File: config.mk
export PLATFORM = sky130hd
export DESIGN_NAME = shf_queue
export DESIGN_NICKNAME = d
export VERILOG_FILES = /design/src/shf_pkg.sv /design/src/shf_queue.sv
export SDC_FILE = /design/constraint.sdc
export NUM_CORES = 1
export LEC_CHECK = 0
export ABC_CLOCK_PERIOD_IN_PS = 4400
export BUFFER_PORTS_ARGS = -buffer_cell sky130_fd_sc_hd__buf_2
export CAP_MARGIN = 20
export CORE_UTILIZATION = 54
export CTS_BUF_LIST = sky130_fd_sc_hd__clkbuf_8
export CTS_CLUSTER_DIAMETER = 50
export DETAILED_ROUTE_END_ITERATION = 8
export PLACE_DENSITY = 0.9
export SETUP_SLACK_MARGIN = 0.02
export SYNTH_ARGS = -nofsm -noshare
export SYNTH_HDL_FRONTEND = slang
export SYNTH_SLANG_ARGS = --single-unit
export TNS_END_PERCENT = 10
File: constraint.sdc
create_clock -name clock -period 4.4 [get_ports clock]
set_input_delay 0.44 -clock clock [delete_from_list [all_inputs] [get_ports clock]]
set_output_delay 0.44 -clock clock [all_outputs]
set_load 0.005 [all_outputs]
File: src/shf_pkg.sv
// Shared types and constants for the sync header frame classifier.
// No dependencies; imported by every module of the block.
`default_nettype none

package shf_pkg;

   localparam logic [7:0] HDR_FIRST  = 8'h55;
   localparam logic [7:0] HDR_SECOND = 8'h35;
   localparam logic [3:0] BODY_START = 4'd2;
   localparam logic [3:0] LAST_INDEX = 4'd9;

   localparam logic [2:0] KIND_HEARTBEAT = 3'd0;
   localparam logic [2:0] KIND_STATUS    = 3'd1;
   localparam logic [2:0] KIND_CONTROL   = 3'd2;
   localparam logic [2:0] KIND_QUERY     = 3'd3;
   localparam logic [2:0] KIND_UNKNOWN   = 3'd4;

   localparam logic [1:0] CSR_HEARTBEAT = 2'd0;
   localparam logic [1:0] CSR_STATUS    = 2'd1;
   localparam logic [1:0] CSR_CONTROL   = 2'd2;
   localparam logic [1:0] CSR_QUERY     = 2'd3;

   typedef struct packed {
      logic [7:0] heartbeat;
      logic [7:0] status;
      logic [7:0] control;
      logic [7:0] query;
   } code_set_type;

   typedef struct packed {
      logic [2:0] kind;
      logic [7:0] ftype;
      logic [7:0] len;
      logic [7:0] sub;
      logic [7:0] d1;
      logic [7:0] d2;
      logic [7:0] d3;
      logic [7:0] t1;
      logic [7:0] t2;
   } frame_rec_type;

endpackage

`default_nettype wire

File: src/shf_queue.sv
// Two-entry frame queue between the front end and the back end.
// Depends on shf_pkg for the frame record type.
`default_nettype none

module shf_queue
   import shf_pkg::*;
(
   input  wire logic           clock,
   input  wire logic           reset,
   input  wire logic           push,
   input  wire frame_rec_type  push_rec,
   input  wire logic           pop,
   output logic                full,
   output logic                head_valid,
   output frame_rec_type       head_rec
);

   frame_rec_type entry_ff [2];
   logic          wr_ptr_ff;
   logic          rd_ptr_ff;
   logic [1:0]    count_ff;
   logic          do_pop;

   assign full       = (count_ff == 2'd2);
   assign head_valid = (count_ff != 2'd0);
   assign head_rec   = entry_ff[rd_ptr_ff];
   assign do_pop     = pop && head_valid;

   always_ff @(posedge clock) begin
      if (reset) begin
         wr_ptr_ff <= 1'b0;
         rd_ptr_ff <= 1'b0;
         count_ff  <= '0;
      end else begin
         if (push) wr_ptr_ff <= ~wr_ptr_ff;
         if (do_pop) rd_ptr_ff <= ~rd_ptr_ff;
         if (push && !do_pop) count_ff <= count_ff + 2'd1;
         else if (do_pop && !push) count_ff <= count_ff - 2'd1;
      end
   end

   always_ff @(posedge clock) begin
      if (push) entry_ff[wr_ptr_ff] <= push_rec;
   end

endmodule

`default_nettype wire

* Word level (Yosys, flattened, before mapping)
Memories as Yosys holds them, arrays and structs flattened. A register that Yosys moved wholly into a read port is not among the register bits.
Index checks and enable logic that the tools add are counted.
** Cells by class
- Add/sub/neg operators :: 2
- Equality and inequality tests :: 1
- Mux-type cells :: 6
- Bitwise gates (word level) :: 2
- Reduce and logical (&&, ||, !) cells :: 7
** Operator list (number)
- $mux W1 :: 4
- $mux W2 :: 2
- $reduce_bool A2 Y1 :: 2
- $logic_and A1 B1 Y1 :: 3
- $add A2 B1 Y2 const B :: 1
- $eq A2 B2 Y1 const B :: 1
- $logic_not A1 Y1 :: 2
- $not A1 Y1 :: 2
- $sub A2 B1 Y2 const B :: 1
** Word-level totals
- Flip-flop bits (word level) :: 4
- Memory bits (writable) :: 134
- Bits of input ports :: 71
- Output and inout port bits :: 69
- Logic and storage cells :: 22
- Memories kept :: 1
** Memory list
- entry_ff :: words 2, width 67, rd ports 1, clocked after memory_dff 1, wr ports 1, line shf_queue.sv:18 : frame_rec_type entry_ff [2];

* Logic depth before layout (Yosys ltp)
- Depth in word-level cells :: 5
- Gate-level depth with buffers :: 5
- Mapped depth without buffers :: 5

* Least setup slack after synthesis
No wires, ideal clock.
- Path kind :: in2reg
- From :: in push
- To :: mem entry_ff[0][0] (netlist name), enable pin
- Library setup time :: 0.500 ns
- Arrival time :: 3.383 ns
- Data required time :: 3.900 ns
- Path slack :: 0.517 ns
- Stages :: 1
- Buffers on the path :: 0
- Cells stage by stage :: nor2b_1
** Between the ends
- Longest elaborated chain between the ends :: 2
** Ends and longest elaborated chain
- from (decl) :: line shf_queue.sv:10 : input wire logic push,
- $mux W1 :: line shf_queue.sv:43 : if (push) entry_ff[wr_ptr_ff] <= push_rec;
- $mux W1 (not written as such) :: line shf_queue.sv:43
- to (decl) :: line shf_queue.sv:18
No other way between the ends.

==> flow_summary_export.csv <==
group,metric,value,unit
setup_path,crit_chain,"mux2_2 > buf_2",
final_layout,fin_cells,504,
run,timing.max_cap.violations,0,
clock_tree,cts_setup_buffers,0,
synth,async_reset_ff_share,0,%
pwr,switching_share,25.3,%
timing,min_period_over_period,53.9,%
floorplanning,core_area,8890,sq um
synth,yosys.area.top_type,"edfxtp_1",
route,drtIter0Drc,77,
synth,synth_top_area_share,79.7,%
clock_tree,cts_sinks,139,
clock_tree,cts_buffers,17,
global_routing,gr-total-overflow,0,
route,drtAntennaViolNets,0,
synth,synth.avg_cell_area,21.9,sq um
clock_tree,clk_pin_slew,0.08,ns
clock_tree,cts_resized,0,
synth,synth_cell_types,17,
floorplanning,start_util,56.8,%
synth,syn_nets,302,
route,drc,0,
clock_tree,clockBufferDepth,2,
route,drt-total-wl,8.32,mm
placed_design,port_buffers,139,
route,post_drt_wl_per_cell,16.5,um
setup_path,cp-end-kind,"output port",
route,vias,2565,
floorplanning,die_y,98.7,um
synth,synthTopCellsByCount,"edfxtp_1 (134), mux2_2 (67), dfxtp_1 (5), nor2_1 (4)",
timing,slew_violations,0,
placed_design,hpwl,5.13,mm
pwr,p_leak,0.00235,uW
global_routing,track_usage,18.0,%
pwr,clkPwrFrac,29.3,%
synth,synth_ff_type,"edfxtp_1",
pwr,p_per_area,514,nW/um^2
timing,worst_pin_slew,0.914,ns
floorplanning,ios,140,
synth,synth_edf_count,134,
pwr,p_int,2380,uW
timing,hold_viol,0,
pwr,irDropWorstVdd,0.397,mV
setup_path,startpoint_type,"flip-flop",
final_layout,syn_to_final_growth,23.1,%
clock_tree,cts_tree,"yes",
timing,hold_ws,0.204,ns
final_layout,final_nets,454,
pwr,power_switching,807,uW
floorplanning,num_rows,34,
global_routing,grt_pass1_vias,2668,
pwr,seqPwrFrac,52.8,%
setup_path,cp.required,3.96,ns
final_layout,drive_gt1_share,61.5,%
synth,synthesis.area,5050,sq um
global_routing,grt_pass1_wl,12.7,mm
synth,yosys_register_bits,139,
route,drt_pass1_iterations,4,
clock_tree,ctsHoldBuffers,0,
setup_path,critPathArrivalTime,1.93,ns
run_status,status,"completed",
worst_hold_path,worst_hold_path_type,"in -> reg",
placed_design,gp_congestion,0.736,
timing,setup_violations,0,
timing,fin_skew,0.0155,ns
final_layout,multi_input_area,876,sq um
synth,synth_cells,230,
setup_path,crit_type,"reg -> out",
setup_path,cp_slowest_cell,"dfxtp_4",
placed_design,place_inst,471,
clock_tree,cts.htree.levels,4,
setup_path,crit_fanout,67,
setup_path,max_stage_delay,0.94,ns
clock_tree,root_buffer,"clkbuf_8",
global_routing,antenna_found_initial,0,
timing,relSlewSlack,39.1,%
timing,rsz0062_at_grt,"false",
timing,period_needed,2.37,ns
timing,max_freq,0.421,GHz
global_routing,grt_start_max_net_pins,68,
pwr,comb_power_share,17.9,%
clock_tree,clock_latency,0.42,ns
synth,synthTopCellsByArea,"edfxtp_1 (80%), mux2_2 (15%), dfxtp_1 (2.0%), buf_6 (0.67%), xor2_1 (0.52%)",
floorplanning,die_w,98.7,um
route,vias_per_cell,5.09,
synth,yosysMostFrequentCell,"edfxtp_1",
timing,fin_tns_setup,0,ns
final_layout,seqCellArea,4130,sq um
floorplanning,die_area,9730,sq um
synth,yosysSeqAreaShare,81.7,%
synth,yosysWarnings,0,
pwr,power,3190,uW
final_layout,fillCellCount,586,
[power groups by stage]
stage	clock [uW]	sequential, uW	combinational, uW
4_1_cts	961	1690	580
3_3_place_gp	0	1710	565
5_1_grt	1010	1700	626
3_5_place_dp	0	1720	574
2_1_floorplan	0	1610	443
6_report	935	1680	573
[routing by layer]
layer,global-route usage [%],wire (um)
met1,20.4,3410
met5,0,0
met4,5.86,23
met3,9.01,614
met2,29.8,4270
[layout by cell type (no fill, tap or decap), drive strengths merged, types with 3 or more instances in the layout]
cell type / instances
buf: 140
edfxtp: 134
mux2: 67
clkbuf: 18
clkinv: 7
dfxtp: 5
nor2: 4
inv: 4
xor2: 3
[worst max-delay path, delay by kind of cell (launching register included)]
family | cells | cell delay, ns
buffers and inverters | 1 | 0.13
muxes | 1 | 0.42
DFF | 1 | 0.94
[stage by stage]
stage                     setup slack (ns)  utilization (%)  area (sq um)
after detailed placement              2.45             65.7          5840
after global routing                  1.90             69.9          6210
final                                 2.03             69.9          6210
after global placement                2.45             65.7          5840
after CTS                             1.97             69.9          6210
after floorplan                      0.517                -          5050
[path summary, 6_finish.rpt]
kind / endpoint / from / slack [ns] / cells after the start
setup / recovery: head_rec[50] / flip-flop / 2.03 / 2
hold / removal: entry_ff[0][15] / push_rec[15] / 0.20 / 1
setup reg to reg: entry_ff[1][59] / wr_ptr_ff / 2.78 / 1
hold reg to reg: count_ff[1] / count_ff[1] / 0.52 / 2
[state kept, by name, summed over array words and instances (netlist names), named ones only]
signal / count
entry_ff: 134
count_ff: 2
rd_ptr_ff: 1
wr_ptr_ff: 1
[cells by family (layout without fill, tap and decap cells)]
logic type / after synthesis / after routing / share of synthesized area [%]
and+or+nand+nor: 9 / 9 / 0.967
xor gates and xnor gates: 4 / 4 / 0.694
buffers and inverters: 7 / 172 / 1.12
muxes: 67 / 67 / 15.0
AOI/OAI and AO/OA: 3 / 3 / 0.297
other: 0 / 1 / 0
adders and majority gates: 1 / 1 / 0.248
DFF: 139 / 139 / 81.7
[cell type report]
cell class	count	share of cell area, %
sequential	139	66.4
multi-input combinational	84	14.1
timing repair buffer	140	11.3
clock buffer	18	3.99
tap	108	2.17
clock inverter	14	1.95
antenna	1	0.0403
No activity file was read; power rests on OpenSTA's default activity.
