## config.mk

```make
export PLATFORM = sky130hd
export DESIGN_NAME = shf_front
export DESIGN_NICKNAME = d
export VERILOG_FILES = /design/src/shf_pkg.sv /design/src/shf_front.sv
export SDC_FILE = /design/constraint.sdc
export NUM_CORES = 1
export LEC_CHECK = 0
export BUFFER_PORTS_ARGS = -buffer_cell sky130_fd_sc_hd__buf_4
export CORE_ASPECT_RATIO = 0.8
export CORE_MARGIN = 3
export CORE_UTILIZATION = 39
export DETAILED_ROUTE_END_ITERATION = 7
export GPL_ROUTABILITY_DRIVEN = 0
export PLACE_DENSITY = 0.67
export SYNTH_ARGS = -nofsm -noshare
export SYNTH_HDL_FRONTEND = slang
export SYNTH_SLANG_ARGS = --single-unit
```

## constraint.sdc

```tcl
create_clock -name clock -period 3.75 [get_ports clock]
set_input_delay 0.375 -clock clock [delete_from_list [all_inputs] [get_ports clock]]
set_output_delay 0.375 -clock clock [all_outputs]
set_load 0.005 [all_outputs]
```

## src/shf_pkg.sv

```systemverilog
// Shared types and constants for the sync header frame classifier.
// No dependencies; imported by every module of the block.
`default_nettype none

package shf_pkg;

   localparam logic [7:0] HDR_FIRST  = 8'h55;
   localparam logic [7:0] HDR_SECOND = 8'h35;
   localparam logic [3:0] BODY_START = 4'd2;
   localparam logic [3:0] LAST_INDEX = 4'd9;

   localparam logic [2:0] KIND_HEARTBEAT = 3'd0;
   localparam logic [2:0] KIND_STATUS    = 3'd1;
   localparam logic [2:0] KIND_CONTROL   = 3'd2;
   localparam logic [2:0] KIND_QUERY     = 3'd3;
   localparam logic [2:0] KIND_UNKNOWN   = 3'd4;

   localparam logic [1:0] CSR_HEARTBEAT = 2'd0;
   localparam logic [1:0] CSR_STATUS    = 2'd1;
   localparam logic [1:0] CSR_CONTROL   = 2'd2;
   localparam logic [1:0] CSR_QUERY     = 2'd3;

   typedef struct packed {
      logic [7:0] heartbeat;
      logic [7:0] status;
      logic [7:0] control;
      logic [7:0] query;
   } code_set_type;

   typedef struct packed {
      logic [2:0] kind;
      logic [7:0] ftype;
      logic [7:0] len;
      logic [7:0] sub;
      logic [7:0] d1;
      logic [7:0] d2;
      logic [7:0] d3;
      logic [7:0] t1;
      logic [7:0] t2;
   } frame_rec_type;

endpackage

`default_nettype wire

```

## src/shf_front.sv

```systemverilog
// Front end: header hunt, frame byte collection and kind classification.
// Depends on shf_pkg; pushes finished frames into shf_queue.
`default_nettype none

module shf_front
   import shf_pkg::*;
(
   input  wire logic          clock,
   input  wire logic          reset,
   input  wire logic          in_valid,
   input  wire logic [7:0]    in_byte,
   input  wire code_set_type  codes,
   input  wire logic          queue_full,
   output logic               in_stall,
   output logic               push,
   output frame_rec_type      push_rec
);

   typedef enum logic [1:0] {
      PH_HUNT,
      PH_GOT55,
      PH_BODY
   } phase_type;

   phase_type  phase_ff;
   logic [3:0] index_ff;
   logic [7:0] bytes_ff [7];
   logic       accept;
   logic [2:0] slot;
   logic [3:0] index_sum;

   assign in_stall  = queue_full;
   assign accept    = in_valid && !queue_full;
   assign index_sum = index_ff - BODY_START;
   assign slot      = index_sum[2:0];
   assign push      = accept && (phase_ff == PH_BODY) && (index_ff == LAST_INDEX);

   always_comb begin
      push_rec.ftype = bytes_ff[2];
      push_rec.len   = bytes_ff[0];
      push_rec.sub   = bytes_ff[1];
      push_rec.d1    = bytes_ff[3];
      push_rec.d2    = bytes_ff[4];
      push_rec.d3    = bytes_ff[5];
      push_rec.t1    = bytes_ff[6];
      push_rec.t2    = in_byte;
      priority if (bytes_ff[2] == codes.heartbeat) push_rec.kind = KIND_HEARTBEAT;
      else if (bytes_ff[2] == codes.status)        push_rec.kind = KIND_STATUS;
      else if (bytes_ff[2] == codes.control)       push_rec.kind = KIND_CONTROL;
      else if (bytes_ff[2] == codes.query)         push_rec.kind = KIND_QUERY;
      else                                         push_rec.kind = KIND_UNKNOWN;
   end

   always_ff @(posedge clock) begin
      if (reset) begin
         phase_ff <= PH_HUNT;
         index_ff <= '0;
      end else if (accept) begin
         unique case (phase_ff)
            PH_GOT55: begin
               if (in_byte == HDR_SECOND) begin
                  phase_ff <= PH_BODY;
                  index_ff <= BODY_START;
               end else if (in_byte != HDR_FIRST) begin
                  phase_ff <= PH_HUNT;
               end
            end
            PH_BODY: begin
               if (index_ff >= LAST_INDEX || index_ff < BODY_START) begin
                  phase_ff <= PH_HUNT;
                  index_ff <= '0;
               end else begin
                  index_ff <= index_ff + 4'd1;
               end
            end
            default: begin
               phase_ff <= (in_byte == HDR_FIRST) ? PH_GOT55 : PH_HUNT;
               index_ff <= '0;
            end
         endcase
      end
   end

   always_ff @(posedge clock) begin
      if (accept && phase_ff == PH_BODY && index_ff >= BODY_START
          && index_ff < LAST_INDEX) begin
         bytes_ff[slot] <= in_byte;
      end
   end

endmodule

`default_nettype wire

```

Yosys cells after proc, flatten, opt, wreduce, memory -nomap -nowiden
Memories as Yosys holds them, arrays and structs flattened.
Index checks and enable logic that the tools add are counted.
W data, S select, Z words.

word-level totals
  memory bits (read-only) = 0
  latch bits = 0
  memory bits (writable) = 56
  word-level logic and storage cells = 45
  register bits after elaboration = 6
  memories = 1

memories
  memory    words  width  read ports  clocked after Yosys merged registers in  write ports  line             text
  bytes_ff  7      8      7           0                                        1            shf_front.sv:27  logic [7:0] bytes_ff [7];

cells by class
  equality and inequality tests = 13
  multipliers = 0
  shift-type cells = 0
  $add $sub $neg = 2
  bitwise gates (word level) = 0
  magnitude comparators = 4
  multiplexer cells = 14
  div/mod/pow operators = 0
  reduce and logical (&&, ||, !) cells = 9

operators by type and width
  operator               number
  $eq A8 B8 Y1           4
  $mux W3                4
  $eq A8 B6 Y1 const B   1
  $eq A8 B7 Y1 const B   1
  $mux W4                2
  $ne A8 B7 Y1 const B   1
  $pmux W4 S2            1
  $mux W2                3
  $logic_and A1 B1 Y1    5
  $add A4 B1 Y4 const B  1
  $eq A4 B4 Y1 const B   1
  $ge A4 B2 Y1 const B   1
  $ge A4 B4 Y1 const B   1
  $lt A4 B2 Y1 const B   1
  $lt A4 B4 Y1 const B   1
  $pmux W2 S2            1
  $mux W1                3
  $ne A3 B3 Y1 const B   1
  $reduce_and A3 Y1      1
  $sub A3 B2 Y3 const B  1
  $eq A2 B1 Y1 const B   1
  $eq A2 B2 Y1 const B   1
  $ne A2 B1 Y1 const B   1
  $ne A2 B2 Y1 const B   1
  other kinds (3)        3

Longest topological paths before layout
  word-level depth = 7
  depth in mapped cells = 7
  mapped depth without buffers = 6

Worst setup path after synthesis
No wires, ideal clock.

  kind = flip-flop to flip-flop
  from = register index_ff[1]
  to = memory bytes_ff[3][0], enable pin
  data arrival time = 2029 ps
  stages on the path, launching flop included = 8
  data required time = 3365 ps
  slack = 1335 ps
  period minus slack after synthesis = 2415 ps
  cell sequence = dfxtp_1 > buf_4 > inv_1 > ha_1 > nand2b_4 > a2111oi_2 > nand2_1 > nor3b_1

between the ends
  word-level cells in the longest chain between the ends = 5

RTL lines
  element                        line             text
  from (decl)                    shf_front.sv:26  logic [3:0] index_ff;
  from (signal assigned)         shf_front.sv:73  index_ff <= index_ff + 4'd1;
  $ge A4 B2 Y1                   shf_front.sv:85  if (accept && phase_ff == PH_BODY && index_ff >= BODY_START
  $logic_and A1 B1 Y1            shf_front.sv:85
  $logic_and A1 B1 Y1            shf_front.sv:86  && index_ff < LAST_INDEX) begin
  $mux W1                        shf_front.sv:85
  $mux W1 (not written as such)  shf_front.sv:87  bytes_ff[slot] <= in_byte;
  to (decl)                      shf_front.sv:27

Several ways; a longest one is shown, not always the timed one.

Worst setup path after layout
  from = register index_ff[1]
  to = memory bytes_ff[6][2], enable pin

The elaborated chain is that of the path after synthesis.

==> reports/results.tsv <==
metric	value	unit
synth_top_area_share	60.5	%
critPathArrivalTime	2400	ps
peakVddDrop	0.256	mV
grt_overflow	0	
synth_fp_nets	233	
port_buffers	112	
crit_path_end_kind	register	
yosys_warnings	0	
seq_area_frac_synth	64.8	%
synth_top_area_cell	edfxtp_1	
fp.dieW	100	um
post-cts-setup-buffer-count	0	
start_kind	register	
root_buffer	clkbuf_8	
netlist_instances	183	
hold_path.class	in -> reg	
ant_nets	0	
hpwl	5040	um
setup_tns	0	ps
num_rows	26	
critPathMaxFanout	10	
track_usage	17.3	%
cts_made_buffers	9	
p_clk_share	39.3	%
grt_pass1_vias	1932	
synth-edff-count	56	
synth_area	2780	sq um
cts.path.max_buffers	2	
skew	4.52	ps
seqPwrFrac	54.3	%
grt_max_degree	15	
dpl_worst_slack	1310	ps
cap_violations	0	
post_cts_hold_buffer_count	0	
post_cts_resized	0	
dieArea	8180	sq um
antenna_found_initial	0	
dr_total_vias	1900	
period_minus_slack	2440	ps
yosys-top-cells-area	edfxtp_1 (61%), xnor2_1 (5.0%), xor2_1 (5.0%)	
swShare	20.4	%
p_int	1100	uW
drtIter0Drc	74	
max_freq	410	MHz
fin_hold_ws	241	ps
status	complete, no violations	
synth_flop_cell	edfxtp_1	
synthToLayoutAreaGrowth	38.5	%
rsz0062_at_grt	false	
cts_tree	yes	
slew_headroom	57.4	%
synth_cell_types	44	
wl	6890	um
drc	0	
finalSetupViolCount	0	
drt_pre_antenna_iters	4	
ys_ff_latch	62	
avgRoutedWirePerCell	17.8	um
final_util	58.0	%
fp.coreArea	6640	sq um
p_leak	0.00146	uW
synth_common_cells	edfxtp_1 (56), xnor2_1 (16), xor2_1 (16)	
die_h	81.5	um
initial_core_util	41.9	%
nets	347	
clock-sinks	62	
required	3710	ps
finalCritPeriodShare	65.1	%
drv_slew	0	
via_per_inst	4.92	
worst_pin_slew	636	ps
power_density	360	nW/um^2
insertedDiodeCount	0	
clkLatencyLatePin	330	ps
hold_viol_final	0	
drive_gt1_share	47.4	%
ios	113	
criticalPathCategory	reg -> reg	
combPwrFrac	6.4	%
switching_power	283	uW
async_flop_share	0	%
worst_slack	1310	ps
htreeDepth	3	
clk_pin_slew	70	ps
grt_pass1_wl	10400	um
synth.most_common_cell	edfxtp_1	
syn_avg_cell_area	15.2	sq um
per-stage QoR:
step           power (uW)  instances  area, sq um
5_1_grt              1440        386         3850
3_5_place_dp          856        370         3660
3_3_place_gp          855        370         3660
2_1_floorplan         799        183         2780
4_1_cts              1400        386         3850
6_report             1390        386         3850
worst paths after layout:
path               endpoint         from  cells past startpoint  slack [ps]
max          bytes_ff[6][2]  index_ff[1]                      6        1310
max reg2reg  bytes_ff[6][2]  index_ff[1]                      6        1310
min             index_ff[0]        reset                      2         240
min reg2reg     phase_ff[1]  phase_ff[1]                      2         490
per-layer routing:
metal | global-route usage, % | wire length, um | vias to the layer above
met2 | 25.6 | 3020 | 104
met5 | 0 | 0 | -
li1 | - | - | 903
met4 | 6.06 | 99 | 0
met3 | 8.91 | 864 | 11
met1 | 21.8 | 2910 | 882
power by group through the flow:
stage | Clock [uW] | Sequential [uW] | Combinational (uW)
floorplan | 0 | 767 | 31.8
global placement | 0 | 767 | 88.5
detailed placement | 0 | 767 | 89.8
CTS | 561 | 752 | 90.2
global route | 589 | 751 | 96.8
finish | 544 | 752 | 89.2
critical path: stages, from the launching register on:
cell and delay (ps):
dfxtp_1 420, inv_1 200, ha_1 250, nand2b_4 60, a2111oi_2 390, and2_1 220
nor3b_2 540
state kept, by name, indices dropped and copies added, names as in the netlist:
register  cells
index_ff      4
phase_ff      2
bytes_ff     56
layout by cell type (no fill, tap or decap), types with 2 or more instances in the layout:
cell type,instances
xor2_1,16
dfxtp_1,6
o211ai_1,2
xnor2_1,16
edfxtp_1,56
ha_1,6
clkbuf_8,9
nor3b_2,2
clkinv_2,3
nand2_1,7
nand4_1,5
nor4_2,4
and3_1,3
inv_1,7
a21oi_1,3
nand4b_1,2
nor4_1,2
a211oi_2,2
nor2_1,6
buf_4,114
nand4bb_1,3
layout make-up:
class                   count  area, sq um
fillers                   531         2790
flip-flops and latches     62         1800
multi-input cells         103          871
repair buffers            114          856
clock buffers               9          124
well taps                  84          105
clock inverters             7         65.1
inverters                   7         26.3
cells by family (layout without fill, tap and decap cells):
group / Yosys count / in the layout / synth area share (%)
adders and majority gates: 6 / 6 / 2.70
buffers and inverters: 18 / 137 / 3.83
DFF: 62 / 62 / 64.8
xor gates and xnor gates: 32 / 32 / 10.1
AOI/OAI and AO/OA: 18 / 18 / 5.63
muxes: 2 / 2 / 0.765
and+or+nand+nor: 45 / 45 / 12.2
Note: power is estimated with default switching activity, not from simulation.
